[src/mth_pkg.sv]
// Shared constants, types and codes for the spanning-tree tour block.
`timescale 1ns / 1ps
`default_nettype none
package mth_pkg;
  localparam int MAX_POINTS = 32;
  localparam int COORD_BITS = 16;
  localparam int FRAC_BITS  = 8;
  localparam int IDX_W      = $clog2(MAX_POINTS);
  localparam int CNT_W      = IDX_W + 1;
  localparam int SQ_W       = 2 * COORD_BITS;
  localparam int D2_W       = SQ_W + 1;
  localparam int KEY_W      = D2_W + 2 * IDX_W;
  localparam int SQ_STEPS   = 32 + FRAC_BITS;
  localparam int SQC_W      = $clog2(SQ_STEPS + 1);
  localparam int ROOT_W     = SQ_STEPS;
  localparam int REM_W      = ROOT_W + 2;
  localparam int Q_W        = 64;
  localparam int LEN_W      = 31;

  typedef enum logic [4:0] {
    OP_IDLE, OP_LOAD, OP_INIT, OP_SCAN_START, OP_PICK, OP_FIND_A, OP_FIND_B,
    OP_UNION, OP_WALK_INIT, OP_POP, OP_SCANK, OP_LEN_START, OP_LEN_ADDR,
    OP_LEN_XY, OP_SQRT_LOAD, OP_SQRT, OP_LEN_ACC, OP_OUT_ADDR, OP_OUT_SHOW
  } op_t;

  typedef enum logic [4:0] {
    S_LOAD, S_INIT, S_CHECK, S_SCAN_START, S_SCAN, S_PICK, S_FIND_A, S_FIND_B,
    S_UNION, S_WALK_INIT, S_POP, S_SCANK, S_LEN_START, S_LEN_ADDR, S_LEN_XY,
    S_LEN_W1, S_SQRT_LOAD, S_SQRT, S_LEN_ACC, S_OUT_ADDR, S_OUT_SHOW
  } state_t;

  typedef struct packed {
    op_t  op;
    logic in_fire;
    logic out_fire;
  } cmd_t;

  typedef struct packed {
    logic more_edges;
    logic scan_busy;
    logic found;
    logic root_hit;
    logic walk_done;
    logic k_last;
    logic sq_last;
    logic len_last;
    logic out_last;
  } sts_t;
endpackage
`default_nettype wire

[src/mth_ctrl.sv]
// Sequencer for load, tree build, walk, length and result phases.
`timescale 1ns / 1ps
`default_nettype none
module mth_ctrl (
  input  wire logic          clk,
  input  wire logic          rst_n,
  input  wire logic          in_valid,
  input  wire logic          in_last_point,
  output logic               in_ready,
  output logic               out_valid,
  input  wire logic          out_ready,
  input  wire mth_pkg::sts_t sts,
  output mth_pkg::cmd_t      cmd
);
  import mth_pkg::*;

  state_t state_r, state_nxt;

  always_ff @(posedge clk) begin
    if (!rst_n) state_r <= S_LOAD;
    else state_r <= state_nxt;
  end

  always_comb begin
    state_nxt    = state_r;
    in_ready     = 1'b0;
    out_valid    = 1'b0;
    cmd.op       = OP_IDLE;
    cmd.in_fire  = 1'b0;
    cmd.out_fire = 1'b0;
    case (state_r)
      S_LOAD: begin
        in_ready    = 1'b1;
        cmd.op      = OP_LOAD;
        cmd.in_fire = in_valid;
        if (in_valid && in_last_point) state_nxt = S_INIT;
      end
      S_INIT: begin
        cmd.op    = OP_INIT;
        state_nxt = S_CHECK;
      end
      S_CHECK: state_nxt = sts.more_edges ? S_SCAN_START : S_WALK_INIT;
      S_SCAN_START: begin
        cmd.op    = OP_SCAN_START;
        state_nxt = S_SCAN;
      end
      S_SCAN: if (!sts.scan_busy) state_nxt = S_PICK;
      S_PICK: begin
        if (sts.found) begin
          cmd.op    = OP_PICK;
          state_nxt = S_FIND_A;
        end else begin
          state_nxt = S_WALK_INIT;
        end
      end
      S_FIND_A: begin
        cmd.op = OP_FIND_A;
        if (sts.root_hit) state_nxt = S_FIND_B;
      end
      S_FIND_B: begin
        cmd.op = OP_FIND_B;
        if (sts.root_hit) state_nxt = S_UNION;
      end
      S_UNION: begin
        cmd.op    = OP_UNION;
        state_nxt = S_CHECK;
      end
      S_WALK_INIT: begin
        cmd.op    = OP_WALK_INIT;
        state_nxt = S_POP;
      end
      S_POP: begin
        if (sts.walk_done) begin
          state_nxt = S_LEN_START;
        end else begin
          cmd.op    = OP_POP;
          state_nxt = S_SCANK;
        end
      end
      S_SCANK: begin
        cmd.op = OP_SCANK;
        if (sts.k_last) state_nxt = S_POP;
      end
      S_LEN_START: begin
        cmd.op    = OP_LEN_START;
        state_nxt = S_LEN_ADDR;
      end
      S_LEN_ADDR: begin
        cmd.op    = OP_LEN_ADDR;
        state_nxt = S_LEN_XY;
      end
      S_LEN_XY: begin
        cmd.op    = OP_LEN_XY;
        state_nxt = S_LEN_W1;
      end
      S_LEN_W1: state_nxt = S_SQRT_LOAD;
      S_SQRT_LOAD: begin
        cmd.op    = OP_SQRT_LOAD;
        state_nxt = S_SQRT;
      end
      S_SQRT: begin
        cmd.op = OP_SQRT;
        if (sts.sq_last) state_nxt = S_LEN_ACC;
      end
      S_LEN_ACC: begin
        cmd.op    = OP_LEN_ACC;
        state_nxt = sts.len_last ? S_OUT_ADDR : S_LEN_ADDR;
      end
      S_OUT_ADDR: begin
        cmd.op    = OP_OUT_ADDR;
        state_nxt = S_OUT_SHOW;
      end
      S_OUT_SHOW: begin
        cmd.op       = OP_OUT_SHOW;
        out_valid    = 1'b1;
        cmd.out_fire = out_ready;
        if (out_ready) state_nxt = sts.out_last ? S_LOAD : S_OUT_ADDR;
      end
      default: state_nxt = S_LOAD;
    endcase
  end
endmodule
`default_nettype wire

[config.mk]
export PLATFORM = sky130hd
export DESIGN_NAME = mth_ctrl
export DESIGN_NICKNAME = d
export VERILOG_FILES = /design/src/mth_pkg.sv /design/src/mth_ctrl.sv
export SDC_FILE = /design/constraint.sdc
export NUM_CORES = 1
export LEC_CHECK = 0
export ABC_CLOCK_PERIOD_IN_PS = 5100
export BUFFER_PORTS_ARGS = -buffer_cell sky130_fd_sc_hd__buf_2
export CAP_MARGIN = 20
export CORE_MARGIN = 5
export CORE_UTILIZATION = 54
export DETAILED_ROUTE_END_ITERATION = 12
export PLACE_DENSITY = 0.8
export SLEW_MARGIN = 5
export SYNTH_ARGS = -nofsm -noshare
export SYNTH_HDL_FRONTEND = slang
export SYNTH_SLANG_ARGS = --single-unit
[constraint.sdc]
create_clock -name clk -period 5.1 [get_ports clk]
set_clock_uncertainty 0.2 [all_clocks]
set_input_delay 0.765 -clock clk [delete_from_list [all_inputs] [get_ports clk]]
set_output_delay 0.765 -clock clk [all_outputs]
set_load 0.005 [all_outputs]
* Word level (Yosys, flattened, before mapping) *
Index checks and enable logic that the tools add are counted.

storage, ports and cells
  memories = 0
  bits in latches = 0
  memory bits (writable) = 0
  register bits = 5
  bits in read-only memories = 0
  logic and storage cells = 52

operators by class
  eq/ne operators = 27
  reductions and logical operators = 4
  $mul = 0
  bitwise logic cells = 0
  order comparisons = 0
  div/mod/pow operators = 0
  add/subtract/negate cells = 0
  muxes and demuxes = 20
  shifts and indexed selects = 0

operators with widths
  cell                number
  $pmux 5 s20         1
  $pmux 5 s18         1
  $mux 5              9
  $eq 5x4->1 const B  8
  $eq 5x5->1 const B  5
  $eq 5x3->1 const B  4
  $ne 2x2->1 const B  7
  $mux 4              3
  $eq 5x2->1 const B  2
  $reduce_and 7->1    1
  $mux 3              2
  $eq 5x1->1 const B  1
  $logic_not 5->1     1
  $mux 1              4
  $reduce_or 2->1     1
  $logic_and 1x1->1   1

* Logic depth before layout (Yosys ltp) *
Gate-level depths: netlist of the first run.

  depth in word-level cells = 3
  depth in mapped cells = 7
  gate-level depth less buffers = 5

* Worst setup path before layout of the first run *
No wires, ideal clock.

  path type = flip-flop to output port
  from = register state_r[1]
  to = output cmd[5] in the netlist's numbering
  slack = 2764 ps
  buffers on the path = 3
  cell stages (with the launch flop) = 7
  data arrival time = 1371 ps
  cell sequence = dfxtp_1 > buf_2 > clkbuf_1 > buf_1 > nor2b_1 > nor3_1 > o22ai_1

RTL lines
  what                    line            RTL
  from (decl)             mth_ctrl.sv:17  state_t state_r, state_nxt;
  from (signal assigned)  mth_ctrl.sv:21  else state_r <= state_nxt;
  to (decl)               mth_ctrl.sv:13  output mth_pkg::cmd_t cmd

==> flow_metrics.env, run 1 <==
export IMPL_hold_wc_path_type="flop to flop"
export IMPL_timing_worst_slew_pin_value_ns=0.7892
export IMPL_synth_cell_type_count=42
export IMPL_flow_area_growth_from_synthesis_pct=12.83
export IMPL_crit_reg2reg_launch="state_r[1]$_SDFFE_PN0P_"
export IMPL_cellPowerDensity_nw_per_um2=351.5
export IMPL_synth_seq_cells=5
export IMPL_max_ffs_per_register=5
export IMPL_ys_seq_area_share_pct=13.16
export IMPL_use_met1_pct=26.67
export IMPL_synth_top_cell_area_share_pct=13.16
export IMPL_cts_root_buf="sky130_fd_sc_hd__clkbuf_4"
export IMPL_cts_num_sinks=5
export IMPL_first_global_vias=771
export IMPL_layout_cells_most_common_list="22 x sky130_fd_sc_hd__buf_2, 14 x sky130_fd_sc_hd__nand2_1, 8 x sky130_fd_sc_hd__nor2_1, 8 x sky130_fd_sc_hd__nor3_1"
export IMPL_multiInputGateArea_um2=591.8
export IMPL_cts_repair_resize_count=0
export IMPL_crit_path_end_kind="output pin"
export IMPL_cp_max_fanout=19
export IMPL_ys_top_cells_by_area="sky130_fd_sc_hd__dfxtp_1 13%, sky130_fd_sc_hd__nand2_1 6.9%, sky130_fd_sc_hd__nor3_1 5.3%"
export IMPL_grt_use_met3_pct=3.008
export IMPL_timing_slew_headroom_pct=47.32
export IMPL_starting_drt_drc_count=50
export IMPL_cts_hold_buffers=0
export IMPL_final_fill_count=115
export IMPL_num_io_pins=23
export IMPL_ant_nets=0
export IMPL_routedWlPerCell_um=14.64
export IMPL_timing_final_crit_period_ns=2.953
export IMPL_sequential_cell_area_um2=100.1
export IMPL_detailedRoute_firstPassIterationCount=4
export IMPL_timing_critical_path_to="cmd[5]"
export IMPL_regToRegSetupSlack_ns=2.74
export IMPL_floorplan_initialDensity_pct=57.74
export IMPL_fmax_mhz=338.7
export IMPL_finalWorstSetupSlack_ns=2.147
export IMPL_global_route_hottest_layer="met2"
export IMPL_dieHeight_um=47.54
export IMPL_r2r_worst_path_cells=5
export IMPL_cts_max_path_buffers=2
export IMPL_slew_violations=0
export IMPL_cell_area_after_technology_mapping_um2=760.7
export IMPL_post_synth_top_area_cell="sky130_fd_sc_hd__dfxtp_1"
export IMPL_route_vias_total=937
export IMPL_syn_inst=117
export IMPL_grt_start_max_net_pins=29
export IMPL_postCtsSetupRepairBufs=0
export IMPL_top_regs="state_r (5)"
export IMPL_grt_setup_unrepaired="no"
export IMPL_final_min_period_over_clock_period_pct=57.90
export IMPL_final_hold_violation_count=0
export IMPL_rows=13
export IMPL_global_route_wire_length_before_repair_um=3256
export IMPL_ir_worst_vdd_mv=0.1782
export IMPL_synth_nets=131
export IMPL_critical_path_required_ns=4.14
export IMPL_cts_inserted_buffers=3
export IMPL_cts_clk_slew_worst_paths_ns=0.06
export IMPL_drc=0
export IMPL_cp_data_arrival_time_ns=1.99
export IMPL_max_cap_violations=0
export IMPL_yosys_warnings=0
export IMPL_tritoncts_clock_tree="yes"
export IMPL_proportion_of_layout_cells_with_a_drive_suffix_above_1_pct=23.66
export IMPL_routed_wirelength_um=2137
export IMPL_die_w_um=47.54
export IMPL_clk_latency_ns=0.26
export IMPL_most_flop_heavy_register="state_r"
export IMPL_final_setup_violation_count=0
export IMPL_met2_usage_pct=30.75
export IMPL_diodes=0
export IMPL_design_core_area_um2=1318
export IMPL_cts_htree_levels=1
export IMPL_fin_nets=146
export IMPL_worst_r2r_endpoint="state_r[4]$_SDFFE_PN0P_"
export IMPL_die_area_um2=2260
export IMPL_dpl_worst_slack_ns=2.501
export IMPL_dp_final_hpwl_um=1513
export IMPL_gp_congestion=0.8807
export IMPL_startpoint_type="flop"
export IMPL_p_leak_nw=0.3473
export IMPL_vias_per_cell=6.418
export IMPL_antenna_found_initial=0
export IMPL_port_buffers=22
export IMPL_critPathKind="flop to output pin"
export IMPL_groute_usage_overall_pct=20.21
export IMPL_crit_start="state_r[3]$_SDFFE_PN0P_"
export IMPL_fin_tns_setup_ns=0
export IMPL_outcome="finished clean"
export IMPL_mostFrequentLayoutCell="sky130_fd_sc_hd__buf_2"
export IMPL_global_route_overflow_total=0
export IMPL_synth_area_per_cell_um2=6.502
==> how the worst min path moves through the flow <==
| stage | start | to | slack, ns | cells past startpoint |
|---|---|---|---|---|
| after detailed placement | state_r[4]$_SDFFE_PN0P_ | state_r[4]$_SDFFE_PN0P_ | 0.52 | 2 |
| after global placement | state_r[4]$_SDFFE_PN0P_ | state_r[4]$_SDFFE_PN0P_ | 0.52 | 2 |
| after global routing | state_r[4]$_SDFFE_PN0P_ | state_r[4]$_SDFFE_PN0P_ | 0.58 | 2 |
| final | state_r[4]$_SDFFE_PN0P_ | state_r[4]$_SDFFE_PN0P_ | 0.54 | 2 |
| after floorplan | state_r[4]$_SDFFE_PN0P_ | state_r[1]$_SDFFE_PN0P_ | 0.54 | 4 |
| after CTS | state_r[4]$_SDFFE_PN0P_ | state_r[4]$_SDFFE_PN0P_ | 0.53 | 2 |
==> per-stage QoR <==
step	power, mW	instances	area [um2]	util [%]	hold WS (ns)
6_report	0.3017	146	858.3	65.15	0.5390
5_1_grt	0.3278	146	858.3	65.15	0.5811
4_1_cts	0.2987	146	858.3	65.15	0.5338
3_5_place_dp	0.2486	142	832.0	63.15	0.5239
3_3_place_gp	0.2468	142	832.0	63.15	0.5178
2_1_floorplan	0.2047	117	760.7	-	0.5403
==> final cells by class <==
cell class	count	share of cell area (%)
tap	15	2.187
timing repair buffer	22	12.83
inverter	3	1.312
multi-input combinational	97	68.95
sequential	5	11.66
clock buffer	4	3.061
==> power by group <==
group          leakage [nW]  total [mW]  switching, mW  internal, mW
clock network        0.0150      0.0505         0.0206        0.0298
logic                 0.292       0.167         0.0835        0.0834
registers            0.0406      0.0843         0.0385        0.0458
total                 0.347       0.302          0.143         0.159
==> cell families after synthesis <==
| family | Yosys count | synth area share [%] |
|---|---|---|
| simple gates | 56 | 39.15 |
| compound gates | 40 | 37.34 |
| buf+inv | 15 | 9.045 |
| flops | 5 | 13.16 |
| mux | 1 | 1.316 |
==> synth_stat cells <==
| master | number |
|---|---|
| sky130_fd_sc_hd__a2111oi_2 | 1 |
| sky130_fd_sc_hd__a211o_1 | 1 |
| sky130_fd_sc_hd__a211oi_1 | 2 |
| sky130_fd_sc_hd__a21boi_1 | 1 |
| sky130_fd_sc_hd__a21o_1 | 2 |
| sky130_fd_sc_hd__a21oi_1 | 7 |
| sky130_fd_sc_hd__a221o_1 | 1 |
| sky130_fd_sc_hd__a2bb2oi_1 | 1 |
| sky130_fd_sc_hd__a311oi_1 | 3 |
| sky130_fd_sc_hd__a31oi_1 | 2 |
| sky130_fd_sc_hd__and2_1 | 2 |
| sky130_fd_sc_hd__and3_1 | 1 |
| sky130_fd_sc_hd__buf_1 | 1 |
| sky130_fd_sc_hd__buf_2 | 4 |
| sky130_fd_sc_hd__buf_4 | 2 |
| sky130_fd_sc_hd__clkbuf_1 | 5 |
| sky130_fd_sc_hd__dfxtp_1 | 5 |
| sky130_fd_sc_hd__inv_1 | 2 |
| sky130_fd_sc_hd__inv_2 | 1 |
| sky130_fd_sc_hd__mux2i_1 | 1 |
| sky130_fd_sc_hd__nand2_1 | 14 |
| sky130_fd_sc_hd__nand2b_1 | 6 |
| sky130_fd_sc_hd__nand3_1 | 2 |
| sky130_fd_sc_hd__nand3b_1 | 1 |
| sky130_fd_sc_hd__nor2_1 | 8 |
| sky130_fd_sc_hd__nor2b_1 | 4 |
| sky130_fd_sc_hd__nor3_1 | 8 |
| sky130_fd_sc_hd__nor3b_1 | 1 |
| sky130_fd_sc_hd__nor4_1 | 3 |
| sky130_fd_sc_hd__nor4b_1 | 1 |
| sky130_fd_sc_hd__o211ai_1 | 1 |
| sky130_fd_sc_hd__o21ai_0 | 7 |
| sky130_fd_sc_hd__o21ba_2 | 1 |
| sky130_fd_sc_hd__o221a_2 | 1 |
| sky130_fd_sc_hd__o22a_1 | 1 |
| sky130_fd_sc_hd__o22ai_1 | 5 |
| sky130_fd_sc_hd__o31a_1 | 1 |
| sky130_fd_sc_hd__o32ai_1 | 2 |
| sky130_fd_sc_hd__or2_1 | 1 |
| sky130_fd_sc_hd__or3_1 | 2 |
| sky130_fd_sc_hd__or3_4 | 1 |
| sky130_fd_sc_hd__or3b_4 | 1 |
==> layer usage <==
metal	vias up	part of all wire [%]
met2	58	45
met5	-	0
met4	0	1.9
met1	408	43
met3	4	9.8
li1	467	-
==> critical path, stage by stage (launching register included) <==
cell	delay, ns
sky130_fd_sc_hd__dfxtp_1	0.70
sky130_fd_sc_hd__nor2b_1	0.48
sky130_fd_sc_hd__o21ai_0	0.17
sky130_fd_sc_hd__o22ai_1	0.22
sky130_fd_sc_hd__buf_2	0.16
Note: power is estimated with default switching activity, not from simulation.
==> run 2: changes to the inputs <==
--- a/config.mk
+++ b/config.mk
@@ -5,13 +5,13 @@
 export SDC_FILE = /design/constraint.sdc
 export NUM_CORES = 1
 export LEC_CHECK = 0
-export ABC_CLOCK_PERIOD_IN_PS = 5100
+export ABC_CLOCK_PERIOD_IN_PS = 2500
 export BUFFER_PORTS_ARGS = -buffer_cell sky130_fd_sc_hd__buf_2
 export CAP_MARGIN = 20
 export CORE_MARGIN = 5
-export CORE_UTILIZATION = 54
+export CORE_UTILIZATION = 45
 export DETAILED_ROUTE_END_ITERATION = 12
-export PLACE_DENSITY = 0.8
+export PLACE_DENSITY = 0.71
 export SLEW_MARGIN = 5
 export SYNTH_ARGS = -nofsm -noshare
 export SYNTH_HDL_FRONTEND = slang
==> constraint.sdc (replaced) <==
create_clock -name clk -period 2.5 [get_ports clk]
set_clock_uncertainty 0.2 [all_clocks]
set_input_delay 0.375 -clock clk [delete_from_list [all_inputs] [get_ports clk]]
set_output_delay 0.375 -clock clk [all_outputs]
set_load 0.005 [all_outputs]
==> run 2 against run 1 <==
Against the previous run:
- final cell count rose by 4.8%
- clock-buffer cell count did not move
- wire length rose by 9.1%
- via count rose by 3.2%
- first-iteration DRC count fell by 18%
- non-clock buffer count rose by 6
- critical endpoint is now cmd[4]
- largest cell class unchanged
- largest power group unchanged
==> flow_metrics.env, run 2 (synthesized netlist as in run 1, its figures left out) <==
export IMPL_first_global_vias=895
export IMPL_route_vias_total=967
export IMPL_critPathKind="flop to output pin"
export IMPL_p_leak_nw=0.3792
export IMPL_layout_cells_most_common_list="22 x sky130_fd_sc_hd__buf_2, 14 x sky130_fd_sc_hd__nand2_1, 8 x sky130_fd_sc_hd__nor2_1, 8 x sky130_fd_sc_hd__nor3_1"
export IMPL_proportion_of_layout_cells_with_a_drive_suffix_above_1_pct=27.74
export IMPL_top_regs="state_r (5)"
export IMPL_critPathSlowestCell="sky130_fd_sc_hd__dfxtp_1"
export IMPL_mostFrequentLayoutCell="sky130_fd_sc_hd__buf_2"
export IMPL_die_w_um=51.12
export IMPL_final_fill_count=170
export IMPL_starting_drt_drc_count=41
export IMPL_flow_area_growth_from_synthesis_pct=19.24
export IMPL_timing_hold_ws_ns=0.2208
export IMPL_fin_nets=152
export IMPL_max_cap_violations=0
export IMPL_routedWlPerCell_um=15.24
export IMPL_postCtsSetupRepairBufs=0
export IMPL_floorplan_initialDensity_pct=48.80
export IMPL_gp_congestion=0.9015
export IMPL_worst_hold_startpoint="rst_n"
export IMPL_ir_worst_vdd_mv=0.4735
export IMPL_crit_path_end_kind="output pin"
export IMPL_critical_path_required_ns=1.92
export IMPL_global_route_overflow_total=0
export IMPL_ant_nets=0
export IMPL_tritoncts_clock_tree="yes"
export IMPL_cellPowerDensity_nw_per_um2=708.0
export IMPL_hold_path_cell_count=3
export IMPL_cp_max_fanout=11
export IMPL_timing_slew_headroom_pct=66.39
export IMPL_final_util_pct=58.19
export IMPL_final_setup_violation_count=0
export IMPL_total_power_uw=642.2
export IMPL_worst_r2r_endpoint="state_r[4]$_SDFFE_PN0P_"
export IMPL_global_route_wire_length_before_repair_um=3967
export IMPL_die_area_um2=2613
export IMPL_postPlaceCellArea_um2=878.3
export IMPL_num_io_pins=23
export IMPL_regToRegSetupSlack_ns=0.35
export IMPL_dp_final_hpwl_um=1778
export IMPL_antenna_found_initial=0
export IMPL_cts_htree_levels=1
export IMPL_drc=0
export IMPL_clk_latency_ns=0.24
export IMPL_hold_wc_path_type="input pin to flop"
export IMPL_cts_inserted_buffers=3
export IMPL_cts_clk_slew_worst_paths_ns=0.05
export IMPL_grt_start_max_net_pins=22
export IMPL_dieHeight_um=51.12
export IMPL_cts_root_buf="sky130_fd_sc_hd__clkbuf_4"
export IMPL_path_common_cell="sky130_fd_sc_hd__o21ai_0"
export IMPL_cts_num_sinks=5
export IMPL_rows=14
export IMPL_startpoint_type="flop"
export IMPL_cp_cell_sequence="buf_4 > o21ai_0 > o21ai_0 > a2bb2oi_1 > o22ai_1 > buf_2"
export IMPL_outcome="finished clean"
export IMPL_fin_tns_setup_ns=0
export IMPL_routed_wirelength_um=2331
export IMPL_design_core_area_um2=1559
export IMPL_min_to="state_r[0]$_SDFFE_PN0P_"
export IMPL_timing_final_crit_period_ns=2.339
export IMPL_crit_reg2reg_launch="state_r[3]$_SDFFE_PN0P_"
export IMPL_r2r_worst_path_cells=5
export IMPL_vias_per_cell=6.320
export IMPL_finish_instance_area_um2=907.1
export IMPL_fmax_mhz=427.6
export IMPL_grt_setup_unrepaired="no"
export IMPL_timing_worst_slew_pin_value_ns=0.5035
export IMPL_diodes=0
export IMPL_cp_data_arrival_time_ns=1.76
export IMPL_slew_violations=0
export IMPL_most_flop_heavy_register="state_r"
export IMPL_cts_max_path_buffers=2
export IMPL_groute_usage_overall_pct=19.35
export IMPL_port_buffers=22
export IMPL_max_ffs_per_register=5
export IMPL_final_min_period_over_clock_period_pct=93.55
export IMPL_critical_path_max_stage_delay_ns=0.56
export IMPL_final_hold_violation_count=0
export IMPL_detailedRoute_firstPassIterationCount=4
[run 2: cell types whose count changed in the layout (fill, tap and decap cells not counted)]
cell / change
sky130_fd_sc_hd__nor2b_1: -1
sky130_fd_sc_hd__nor2b_2: +1
sky130_fd_sc_hd__buf_4: +6
[run 2: final cells by class]
class	instances	area (um2)	share of cell area, %
repair buffers	28	155.1	17.10
clock buffers	4	26.28	2.897
well taps	16	20.02	2.207
flip-flops and latches	5	100.1	11.03
multi-input cells	97	594.3	65.52
inverters	3	11.26	1.241
[run 2: metrics by stage]
| step | setup slack (ns) | instances |
|---|---|---|
| after floorplan | 0.5540 | 117 |
| after global placement | 0.4321 | 149 |
| after detailed placement | 0.3734 | 149 |
| after CTS | 0.1773 | 153 |
| after global routing | 0.05914 | 153 |
| final | 0.1612 | 153 |
[run 2: power by group]
part	internal [mW]	switching (mW)	leakage [nW]	total, mW
combinational	0.195	0.210	0.324	0.404
clock	0.0605	0.0362	0.0150	0.0967
sequential	0.0936	0.0476	0.0406	0.141
total	0.349	0.293	0.379	0.642
[run 2: how the worst max path moves through the flow]
| stage | start | to | depth (start not counted) |
|---|---|---|---|
| final | state_r[3]$_SDFFE_PN0P_ | cmd[4] | 6 |
| after global routing | state_r[1]$_SDFFE_PN0P_ | cmd[2] | 5 |
| after CTS | state_r[3]$_SDFFE_PN0P_ | cmd[5] | 4 |
| after detailed placement | state_r[3]$_SDFFE_PN0P_ | state_r[4]$_SDFFE_PN0P_ | 5 |
| after global placement | state_r[3]$_SDFFE_PN0P_ | state_r[2]$_SDFFE_PN0P_ | 5 |
| after floorplan | state_r[1]$_SDFFE_PN0P_ | cmd[5] | 6 |
[run 2: metal layers]
layer  wire (um)  GRT usage [%]
met5           0              0
met1        1010          25.83
met2        1101          31.76
met4          21          7.175
met3         198          2.326
[run 2: critical path, delay by kind of cell, from the launching register on]
family | cells | cell delay, ns
buffers and inverters | 2 | 0.36
flip-flops | 1 | 0.56
AO/OA/AOI/OAI | 4 | 0.58
[run 2: repair_timing]
item / CTS / global route
hold buffers: 0 / 0
resized for setup: 0 / 1
hold endpoints to repair: 0 / 0
endpoints found under the setup margin: 0 / 1
